File: config.mk
export PLATFORM = sky130hd
export DESIGN_NAME = bbox_uniform_vertex_quantizer_top
export DESIGN_NICKNAME = d
export VERILOG_FILES = /design/src/rtl/bbuvq_pkg.sv /design/src/rtl/bbuvq_div.sv /design/src/rtl/bbuvq_top.sv
export SDC_FILE = /design/constraint.sdc
export NUM_CORES = 2
export LEC_CHECK = 0
export BUFFER_PORTS_ARGS = -buffer_cell sky130_fd_sc_hd__buf_4
export CORE_MARGIN = 1
export CORE_UTILIZATION = 36
export DETAILED_ROUTE_END_ITERATION = 8
export PLACE_DENSITY_LB_ADDON = 0.1
export SLEW_MARGIN = 20
export SYNTH_ARGS = -nofsm -noshare
export SYNTH_HDL_FRONTEND = slang
export SYNTH_SLANG_ARGS = --single-unit
export TNS_END_PERCENT = 30
File: constraint.sdc
create_clock -name aclk -period 8.4 [get_ports aclk]
set_input_delay 1.68 -clock aclk [delete_from_list [all_inputs] [get_ports aclk]]
set_output_delay 1.68 -clock aclk [all_outputs]
set_load 0.02 [all_outputs]
File: src/rtl/bbuvq_pkg.sv
// ----------------------------------------------------------------------------
// bbuvq_pkg
// Shared widths, codes and interface types of the bounding-box quantizer.
// ----------------------------------------------------------------------------
package bbuvq_pkg;

    // Field and datapath widths
    localparam int COORD_W  = 32;   // Q16.16 coordinate
    localparam int DIFF_W   = 33;   // coordinate difference / box extent
    localparam int MVAL_W   = 16;   // 2^bits - 1
    localparam int PROD_W   = 50;   // difference times 2^bits - 1
    localparam int NUM_W    = 51;   // rounding numerator
    localparam int MAG_W    = 50;   // numerator magnitude
    localparam int DEN_W    = 34;   // twice the range
    localparam int QUO_W    = 32;   // quotient bits resolved by the divider
    localparam int DIV_CNT_W = $clog2(QUO_W);

    // Configuration port
    localparam int ADDR_W = 3;
    localparam int DATA_W = 32;
    localparam int QBITS_W = 5;
    localparam int CCOUNT_W = 2;

    // Register indexes (word address)
    localparam logic REG_QUANT_BITS = 1'b0;
    localparam logic REG_COMP_COUNT = 1'b1;

    // Reset values of the registers
    localparam logic [QBITS_W-1:0]  QBITS_RESET  = 5'd12;
    localparam logic [CCOUNT_W-1:0] CCOUNT_RESET = 2'd3;

    // Request codes
    localparam logic REQ_MEASURE  = 1'b0;
    localparam logic REQ_QUANTIZE = 1'b1;

    // Bit depth limits and component count codes
    localparam logic [QBITS_W-1:0]  MIN_QUANT_BITS = 5'd7;
    localparam logic [QBITS_W-1:0]  MAX_QUANT_BITS = 5'd16;
    localparam logic [CCOUNT_W-1:0] COMP_COUNT_TWO = 2'd2;

    // Saturation bounds of a result field
    localparam logic [COORD_W-1:0] INT_MAX = 32'h7FFF_FFFF;
    localparam logic [COORD_W-1:0] INT_MIN = 32'h8000_0000;

    // Divider control and status
    typedef struct packed {
        logic start;
    } div_ctl_t;

    typedef struct packed {
        logic busy;
        logic done;
        logic ovf;      // quotient does not fit in QUO_W bits
        logic rem_nz;   // remainder non-zero
    } div_sts_t;

endpackage

File: src/rtl/bbuvq_div.sv
// ----------------------------------------------------------------------------
// bbuvq_div
// Restoring divider, one quotient bit a cycle, with early overflow detection.
// ----------------------------------------------------------------------------
module bbuvq_div
    import bbuvq_pkg::*;
(
    input  logic             aclk,
    input  logic             aresetn,
    input  div_ctl_t         ctl,
    input  logic [MAG_W-1:0] dividend,
    input  logic [DEN_W-1:0] divisor,
    output logic [QUO_W-1:0] quotient,
    output div_sts_t         sts
);

    localparam int HI_W = MAG_W - QUO_W;

    logic                 busy_reg;
    logic                 done_reg;
    logic                 ovf_reg;
    logic [DIV_CNT_W-1:0] cnt_reg;
    logic [DEN_W-1:0]     den_reg;
    logic [DEN_W-1:0]     rem_reg;
    logic [QUO_W-1:0]     low_reg;
    logic [QUO_W-1:0]     q_reg;

    logic [DEN_W-1:0] rem_init;
    logic             ovf_init;
    logic [DEN_W:0]   trial;
    logic [DEN_W:0]   trial_diff;
    logic             trial_ge;
    logic [DEN_W-1:0] rem_next;
    logic             last_iter;

    // Upper dividend bits form the first partial remainder; if they already
    // reach the divisor the quotient needs more than QUO_W bits
    assign rem_init = {{(DEN_W-HI_W){1'b0}}, dividend[MAG_W-1:QUO_W]};
    assign ovf_init = rem_init >= divisor;

    // Shared subtract and compare
    assign trial      = {rem_reg, low_reg[QUO_W-1]};
    assign trial_diff = trial - {1'b0, den_reg};
    assign trial_ge   = trial >= {1'b0, den_reg};
    assign rem_next   = trial_ge ? trial_diff[DEN_W-1:0] : trial[DEN_W-1:0];
    assign last_iter  = cnt_reg == DIV_CNT_W'(QUO_W - 1);

    // Control
    always_ff @(posedge aclk) begin
        if (!aresetn) begin
            busy_reg <= 1'b0;
            done_reg <= 1'b0;
            cnt_reg  <= '0;
        end else begin
            done_reg <= 1'b0;
            if (ctl.start) begin
                cnt_reg  <= '0;
                busy_reg <= !ovf_init;
                done_reg <= ovf_init;
            end else if (busy_reg) begin
                cnt_reg <= cnt_reg + 1'b1;
                if (last_iter) begin
                    busy_reg <= 1'b0;
                    done_reg <= 1'b1;
                end
            end
        end
    end

    // Datapath
    always_ff @(posedge aclk) begin
        if (ctl.start) begin
            den_reg <= divisor;
            rem_reg <= rem_init;
            low_reg <= dividend[QUO_W-1:0];
            ovf_reg <= ovf_init;
            q_reg   <= '0;
        end else if (busy_reg) begin
            rem_reg <= rem_next;
            low_reg <= {low_reg[QUO_W-2:0], 1'b0};
            q_reg   <= {q_reg[QUO_W-2:0], trial_ge};
        end
    end

    assign quotient   = q_reg;
    assign sts.busy   = busy_reg;
    assign sts.done   = done_reg;
    assign sts.ovf    = ovf_reg;
    assign sts.rem_nz = |rem_reg;

endmodule

File: src/rtl/bbuvq_top.sv
// ----------------------------------------------------------------------------
// bbox_uniform_vertex_quantizer_top
// Bounding-box uniform quantizer for 2 or 3 component Q16.16 vectors.
// ----------------------------------------------------------------------------
// Measure request: folded into the box at acceptance, one a cycle while idle, no result.
// Pass-through quantize (bit depth below 7): result goes through the done state to the output register.
// Quantize: each component runs through the shared one-bit-a-cycle divider,
// skipped when the range is zero; the next request is taken in the same cycle
// the result appears, which then waits in the output register.
// Reset (aresetn low, synchronous) clears the box, bits = 12, components = 3.
// ----------------------------------------------------------------------------
module bbox_uniform_vertex_quantizer_top
    import bbuvq_pkg::*;
(
    input  logic                      aclk,
    input  logic                      aresetn,
    // configuration port
    input  logic                      psel,
    input  logic                      penable,
    input  logic                      pwrite,
    input  logic [ADDR_W-1:0]         paddr,
    input  logic [DATA_W-1:0]         pwdata,
    output logic [DATA_W-1:0]         prdata,
    output logic                      pready,
    // request channel
    input  logic                      s_valid,
    output logic                      s_ready,
    input  logic                      s_req_type,
    input  logic                      s_start_box,
    input  logic signed [COORD_W-1:0] s_coord_x,
    input  logic signed [COORD_W-1:0] s_coord_y,
    input  logic signed [COORD_W-1:0] s_coord_z,
    // result channel
    output logic                      m_valid,
    input  logic                      m_ready,
    output logic signed [COORD_W-1:0] m_out_x,
    output logic signed [COORD_W-1:0] m_out_y,
    output logic signed [COORD_W-1:0] m_out_z
);

    localparam logic [3:0] ST_IDLE = 4'd0;
    localparam logic [3:0] ST_RNG1 = 4'd1;
    localparam logic [3:0] ST_RNG2 = 4'd2;
    localparam logic [3:0] ST_DIFF = 4'd3;
    localparam logic [3:0] ST_MUL  = 4'd4;
    localparam logic [3:0] ST_NUM  = 4'd5;
    localparam logic [3:0] ST_ABS  = 4'd6;
    localparam logic [3:0] ST_DIVS = 4'd7;
    localparam logic [3:0] ST_DIVW = 4'd8;
    localparam logic [3:0] ST_FIN  = 4'd9;
    localparam logic [3:0] ST_DONE = 4'd10;

    logic [3:0]          state_reg;
    logic [3:0]          state_next;

    logic [QBITS_W-1:0]  qbits_reg;
    logic [CCOUNT_W-1:0] ccount_reg;

    logic signed [COORD_W-1:0] box_min_reg [3];
    logic signed [COORD_W-1:0] box_max_reg [3];
    logic signed [COORD_W-1:0] c_reg [3];
    logic signed [DIFF_W-1:0]  ext_reg [3];
    logic signed [DIFF_W-1:0]  range_reg;
    logic [MVAL_W-1:0]         mval_reg;
    logic [1:0]                comp_reg;
    logic signed [DIFF_W-1:0]  d_reg;
    logic signed [PROD_W-1:0]  prod_reg;
    logic signed [NUM_W-1:0]   num_reg;
    logic [MAG_W-1:0]          mag_reg;
    logic                      neg_reg;
    logic [COORD_W-1:0]        res_reg [3];

    logic                      m_valid_reg;
    logic [COORD_W-1:0]        m_x_reg;
    logic [COORD_W-1:0]        m_y_reg;
    logic [COORD_W-1:0]        m_z_reg;

    logic                      cfg_wr;
    logic                      s_fire;
    logic                      two_comp;
    logic [1:0]                last_comp;
    logic                      low_depth;
    logic [QBITS_W-1:0]        bits_sat;
    logic signed [COORD_W-1:0] s_coord [3];
    logic signed [COORD_W-1:0] c_sel;
    logic signed [COORD_W-1:0] min_sel;
    logic signed [DIFF_W-1:0]  range_calc;
    logic signed [NUM_W-1:0]   num_neg;
    logic [COORD_W:0]          neg_mag;
    logic [COORD_W:0]          neg_res;
    logic [COORD_W-1:0]        fin_val;
    logic                      out_free;

    div_ctl_t                  div_ctl;
    div_sts_t                  div_sts;
    logic [QUO_W-1:0]          div_q;

    // ------------------------------------------------------------------------
    // Configuration registers
    // ------------------------------------------------------------------------
    assign pready = 1'b1;
    assign cfg_wr = psel && penable && pwrite;

    always_ff @(posedge aclk) begin
        if (!aresetn) begin
            qbits_reg  <= QBITS_RESET;
            ccount_reg <= CCOUNT_RESET;
        end else if (cfg_wr) begin
            case (paddr[2])
                REG_QUANT_BITS: qbits_reg  <= pwdata[QBITS_W-1:0];
                REG_COMP_COUNT: ccount_reg <= pwdata[CCOUNT_W-1:0];
                default: ;
            endcase
        end
    end

    always_comb begin
        case (paddr[2])
            REG_QUANT_BITS: prdata = {{(DATA_W-QBITS_W){1'b0}}, qbits_reg};
            REG_COMP_COUNT: prdata = {{(DATA_W-CCOUNT_W){1'b0}}, ccount_reg};
            default:        prdata = '0;
        endcase
    end

    // ------------------------------------------------------------------------
    // Common decode
    // ------------------------------------------------------------------------
    assign s_ready   = state_reg == ST_IDLE;
    assign s_fire    = s_valid && s_ready;
    assign two_comp  = ccount_reg == COMP_COUNT_TWO;
    assign last_comp = two_comp ? 2'd1 : 2'd2;
    assign low_depth = qbits_reg < MIN_QUANT_BITS;
    assign bits_sat  = (qbits_reg > MAX_QUANT_BITS) ? MAX_QUANT_BITS : qbits_reg;
    assign out_free  = !m_valid_reg || m_ready;

    assign s_coord[0] = s_coord_x;
    assign s_coord[1] = s_coord_y;
    assign s_coord[2] = s_coord_z;

    assign c_sel   = c_reg[comp_reg];
    assign min_sel = box_min_reg[comp_reg];

    // Largest extent over the active axes, never below zero
    always_comb begin
        range_calc = '0;
        if (ext_reg[0] > range_calc) range_calc = ext_reg[0];
        if (ext_reg[1] > range_calc) range_calc = ext_reg[1];
        if (!two_comp && (ext_reg[2] > range_calc)) range_calc = ext_reg[2];
    end

    assign num_neg = -num_reg;

    // Floor of the signed ratio, saturated to the result field
    assign neg_mag = {1'b0, div_q} + {{COORD_W{1'b0}}, div_sts.rem_nz};
    assign neg_res = -neg_mag;
    always_comb begin
        if (div_sts.ovf) begin
            fin_val = neg_reg ? INT_MIN : INT_MAX;
        end else if (!neg_reg) begin
            fin_val = div_q[QUO_W-1] ? INT_MAX : div_q;
        end else if (neg_mag > {1'b0, INT_MIN}) begin
            fin_val = INT_MIN;
        end else begin
            fin_val = neg_res[COORD_W-1:0];
        end
    end

    // ------------------------------------------------------------------------
    // Sequencer
    // ------------------------------------------------------------------------
    always_comb begin
        state_next = state_reg;
        case (state_reg)
            ST_IDLE: begin
                if (s_fire && (s_req_type == REQ_QUANTIZE)) begin
                    state_next = low_depth ? ST_DONE : ST_RNG1;
                end
            end
            ST_RNG1: state_next = ST_RNG2;
            ST_RNG2: state_next = (range_calc <= 0) ? ST_DONE : ST_DIFF;
            ST_DIFF: state_next = ST_MUL;
            ST_MUL:  state_next = ST_NUM;
            ST_NUM:  state_next = ST_ABS;
            ST_ABS:  state_next = ST_DIVS;
            ST_DIVS: state_next = ST_DIVW;
            ST_DIVW: begin
                if (div_sts.done) state_next = ST_FIN;
            end
            ST_FIN:  state_next = (comp_reg == last_comp) ? ST_DONE : ST_DIFF;
            ST_DONE: begin
                if (out_free) state_next = ST_IDLE;
            end
            default: state_next = ST_IDLE;
        endcase
    end

    always_ff @(posedge aclk) begin
        if (!aresetn) begin
            state_reg <= ST_IDLE;
        end else begin
            state_reg <= state_next;
        end
    end

    // ------------------------------------------------------------------------
    // Bounding box, updated on an accepted measure request
    // ------------------------------------------------------------------------
    always_ff @(posedge aclk) begin
        if (!aresetn) begin
            for (int i = 0; i < 3; i++) begin
                box_min_reg[i] <= '0;
                box_max_reg[i] <= '0;
            end
        end else if (s_fire && (s_req_type == REQ_MEASURE)) begin
            for (int i = 0; i < 3; i++) begin
                if ((i < 2) || !two_comp) begin
                    if (s_start_box) begin
                        box_min_reg[i] <= s_coord[i];
                        box_max_reg[i] <= s_coord[i];
                    end else begin
                        if (s_coord[i] < box_min_reg[i]) box_min_reg[i] <= s_coord[i];
                        if (s_coord[i] > box_max_reg[i]) box_max_reg[i] <= s_coord[i];
                    end
                end
            end
        end
    end

    // ------------------------------------------------------------------------
    // Quantize datapath
    // ------------------------------------------------------------------------
    always_ff @(posedge aclk) begin
        case (state_reg)
            ST_IDLE: begin
                if (s_fire && (s_req_type == REQ_QUANTIZE)) begin
                    for (int i = 0; i < 3; i++) c_reg[i] <= s_coord[i];
                    // pass-through result
                    res_reg[0] <= s_coord_x;
                    res_reg[1] <= s_coord_y;
                    res_reg[2] <= two_comp ? '0 : s_coord_z;
                end
            end
            ST_RNG1: begin
                for (int i = 0; i < 3; i++) begin
                    ext_reg[i] <= DIFF_W'(box_max_reg[i]) - DIFF_W'(box_min_reg[i]);
                    res_reg[i] <= '0;
                end
                mval_reg <= MVAL_W'((17'd1 << bits_sat) - 17'd1);
                comp_reg <= 2'd0;
            end
            ST_RNG2: range_reg <= range_calc;
            ST_DIFF: d_reg <= DIFF_W'(c_sel) - DIFF_W'(min_sel);
            ST_MUL:  prod_reg <= PROD_W'(d_reg) * PROD_W'($signed({1'b0, mval_reg}));
            ST_NUM:  num_reg <= {prod_reg, 1'b0} + NUM_W'(range_reg);
            ST_ABS: begin
                neg_reg <= num_reg[NUM_W-1];
                mag_reg <= num_reg[NUM_W-1] ? num_neg[MAG_W-1:0] : num_reg[MAG_W-1:0];
            end
            ST_FIN: begin
                res_reg[comp_reg] <= fin_val;
                comp_reg          <= comp_reg + 2'd1;
            end
            default: ;
        endcase
    end

    // Shared divider: magnitude of the numerator over twice the range
    assign div_ctl.start = state_reg == ST_DIVS;

    bbuvq_div u_div (
        .aclk     (aclk),
        .aresetn  (aresetn),
        .ctl      (div_ctl),
        .dividend (mag_reg),
        .divisor  ({range_reg[DIFF_W-1:0], 1'b0}),
        .quotient (div_q),
        .sts      (div_sts)
    );

    // ------------------------------------------------------------------------
    // Output register
    // ------------------------------------------------------------------------
    always_ff @(posedge aclk) begin
        if (!aresetn) begin
            m_valid_reg <= 1'b0;
        end else if ((state_reg == ST_DONE) && out_free) begin
            m_valid_reg <= 1'b1;
        end else if (m_ready) begin
            m_valid_reg <= 1'b0;
        end
    end

    always_ff @(posedge aclk) begin
        if ((state_reg == ST_DONE) && out_free) begin
            m_x_reg <= res_reg[0];
            m_y_reg <= res_reg[1];
            m_z_reg <= res_reg[2];
        end
    end

    assign m_valid = m_valid_reg;
    assign m_out_x = m_x_reg;
    assign m_out_y = m_y_reg;
    assign m_out_z = m_z_reg;

    // ------------------------------------------------------------------------
    // Assertions
    // ------------------------------------------------------------------------
    a_div_start_idle: assert property (@(posedge aclk) disable iff (!aresetn)
        div_ctl.start |-> !div_sts.busy)
        else $error("divider started while busy");

    a_div_done_wait: assert property (@(posedge aclk) disable iff (!aresetn)
        div_sts.done |-> (state_reg == ST_DIVW))
        else $error("divider finished outside its wait state");

    a_result_from_done: assert property (@(posedge aclk) disable iff (!aresetn)
        $rose(m_valid_reg) |-> ($past(state_reg) == ST_DONE))
        else $error("result presented without a finished request");

    a_last_comp_done: assert property (@(posedge aclk) disable iff (!aresetn)
        ((state_reg == ST_FIN) && (comp_reg == last_comp)) |=> (state_reg == ST_DONE))
        else $error("sequencer ran past the last component");

endmodule

==> impl_metrics.env <==
export IMPL_nets=8766
export IMPL_ios=271
export IMPL_multi_input_area_um2=41800
export IMPL_cp_arrival_ns=8.57
export IMPL_status="finished with violations"
export IMPL_largest_reg_flops=99
export IMPL_synth_area_um2=74600
export IMPL_ys_ff_latch=968
export IMPL_seq_area_um2=28400
export IMPL_gr_total_overflow=0
export IMPL_avgRoutedWirePerCell_um=23.8
export IMPL_rows=166
export IMPL_dpl_instance_area_um2=79400
export IMPL_finalHoldViolations=0
export IMPL_dp_cells=10075
export IMPL_yosys_area_top_type="edfxtp_1"
export IMPL_slew_headroom_pct=16.9
export IMPL_async_reset_ff_share_pct=0
export IMPL_wl_um=246000
export IMPL_synth_flop_cell="edfxtp_1"
export IMPL_violations="antenna violations"
export IMPL_dp_slack_ns=0.456
export IMPL_firstDrtPassIters=5
export IMPL_initial_utilization_pct=36.3
export IMPL_grt_pass1_wl_um=359000
export IMPL_tns_ns=0
export IMPL_antenna_found_initial=24
export IMPL_cts_tree="done"
export IMPL_cts_max_level=3
export IMPL_period_share_pct=96.0
export IMPL_final_layout_size_suffix_gt1_share_pct=7.93
export IMPL_viasPerCell=5.28
export IMPL_syn_inst=7336
export IMPL_fin_worst_skew_ns=0.0969
export IMPL_critical_path_max_fanout=9
export IMPL_vias=54376
export IMPL_die_y_um=457
export IMPL_period_needed_ns=8.06
export IMPL_antenna_left=1
export IMPL_ys_seq_area_share_pct=38.1
export IMPL_gp_congestion=0.893
export IMPL_drv_slew=0
export IMPL_hold_class="flip-flop to flip-flop"
export IMPL_instances_no_fill=10306
export IMPL_synth_distinct_cells=85
export IMPL_grt_usage_pct=23.2
export IMPL_whs_path_depth=0
export IMPL_rsz0062_at_grt="false"
export IMPL_dp_hpwl_um=198000
export IMPL_clkTransAtPathRegs_ns=0.06
export IMPL_yosysWarnings=0
export IMPL_reg2reg_depth=24
export IMPL_dieArea_um2=209000
export IMPL_netlist_top_cells_area="edfxtp_1 (36%), fa_1 (14%), ha_1 (10%), inv_1 (4.6%), nand2_1 (3.9%)"
export IMPL_critPathLaunchType="flip-flop"
export IMPL_drtIter0Drc=4049
export IMPL_io_buffers=213
export IMPL_final_area_um2=83300
export IMPL_synthMostInstantiatedCell="inv_1"
export IMPL_synth_edf_count=899
export IMPL_worst_r2r_setup_slack_ns=0.34
export IMPL_synth_commonest_cells="inv_1 (912), edfxtp_1 (899), nand2_1 (766), ha_1 (611), fa_1 (509)"
export IMPL_tightest_slew_ns=1.24
export IMPL_cts_num_sinks=968
export IMPL_synth_top_area_share_pct=36.2
export IMPL_setup_viol=0
export IMPL_cts_max_path_buffers=3
export IMPL_drc=0
export IMPL_nFillCells=20114
export IMPL_path_class="flip-flop to flip-flop"
export IMPL_cts_root_buf="clkbuf_16"
export IMPL_cp_required_ns=8.91
export IMPL_die_w_um=457
export IMPL_crit_path_end_kind="flip-flop"
export IMPL_syn_area_per_cell_um2=10.2
export IMPL_drv_cap=0
export IMPL_clock_latency_ns=0.80
export IMPL_setup_ws_ns=0.340
export IMPL_max_freq_ghz=0.124
export IMPL_hold_buffers=0
export IMPL_coreArea_um2=205000
export IMPL_area_delta_synth_final_pct=11.8
export IMPL_grt_max_degree=93
export IMPL_numCtsBuffers=112
export IMPL_grt_pass1_vias=53589
-- layout by cell type (no fill, tap or decap), types with 20 or more instances in the layout --
master     count
nor3_1        82
o21bai_1      30
o31ai_1       32
nand2b_1      68
o21ai_0      383
dfxtp_1       66
ha_1         611
a31oi_1       61
xor2_1        58
and2_1       351
mux2i_1      121
nor2_1       341
fa_1         509
nand3_1      144
nand2_1      764
xnor2_1      238
nand4_1       74
or3_1         43
edfxtp_1     899
a21boi_0      44
inv_1        910
o211ai_1      29
and3_1        47
clkinv_2      24
conb_1        29
clkbuf_16    112
buf_4        331
nor3b_1       31
nor4_1        51
nor2b_1       78
o21a_1        75
a21oi_1      381
mux2_2        20
a211oi_1      47
a21o_1       165
-- cell type report --
cell class                 instances  share of cell area (%)
antenna                           16                  0.0480
clock buffer                     131                    3.50
clock inverter                    79                    1.12
inverter                         912                    4.11
multi-input combinational       5177                    50.1
sequential                       968                    34.1
tap                             2688                    4.04
timing repair buffer             335                    3.04
-- timing repair --
item | 4_1_cts | 5_1_grt
setup endpoints to repair | 0 | 5
gates resized for setup | 0 | 2
buffers inserted | 0 | 4
-- metal layers --
layer | global-route usage (%) | routed length, um | vias to the layer above
met5 | 0 | 13 | -
met4 | 10.3 | 12500 | 2
met1 | 31.2 | 109000 | 27127
li1 | - | - | 25655
met3 | 2.42 | 9930 | 320
met2 | 37.8 | 114000 | 1272
-- worst max-delay path: stages, from the launching register on --
cell	delay (ns)
edfxtp_1	0.78
buf_4	0.29
nand2_1	0.09
fa_1	0.55
inv_1	0.06
fa_1	0.52
inv_1	0.05
fa_1	0.48
fa_1	0.50
inv_1	0.06
fa_1	0.50
fa_1	0.50
ha_1	0.41
a21o_1	0.14
a21oi_1	0.06
o21ai_0	0.40
nand3_1	0.16
o2111ai_1	0.16
a2111oi_0	0.21
buf_4	0.19
nor3_1	0.31
nor3_1	0.16
o31ai_1	0.76
a31oi_1	0.20
xnor2_1	0.30
-- metrics by stage --
step / hold WS, ns / util, %
6_report: 0.416 / 40.6
5_1_grt: 0.420 / 40.6
4_1_cts: 0.415 / 40.6
3_5_place_dp: 0.405 / 38.7
3_3_place_gp: 0.402 / 38.7
2_1_floorplan: 0.400 / -
-- cell families after synthesis --
kind of cell               synth area share [%]
xor gates and xnor gates                   3.48
and+or+nand+nor                            14.4
DFF                                        38.1
adders and majority gates                  23.9
muxes                                      1.94
AOI/OAI and AO/OA                          12.0
other                                    0.0101
buffers and inverters                      6.29
-- final timing paths --
check                                start                endpoint
hold / removal    res_reg[0][25]$_DFFE_PP_   m_out_x[25]$_DFFE_PP_
setup reg to reg        d_reg[5]$_DFFE_PP_  prod_reg[48]$_DFFE_PP_
hold reg to reg   res_reg[0][25]$_DFFE_PP_   m_out_x[25]$_DFFE_PP_
setup / recovery        d_reg[5]$_DFFE_PP_  prod_reg[48]$_DFFE_PP_
Power is not shown: default switching activity piles up to over one toggle a cycle in this logic, so the estimate is an artifact.
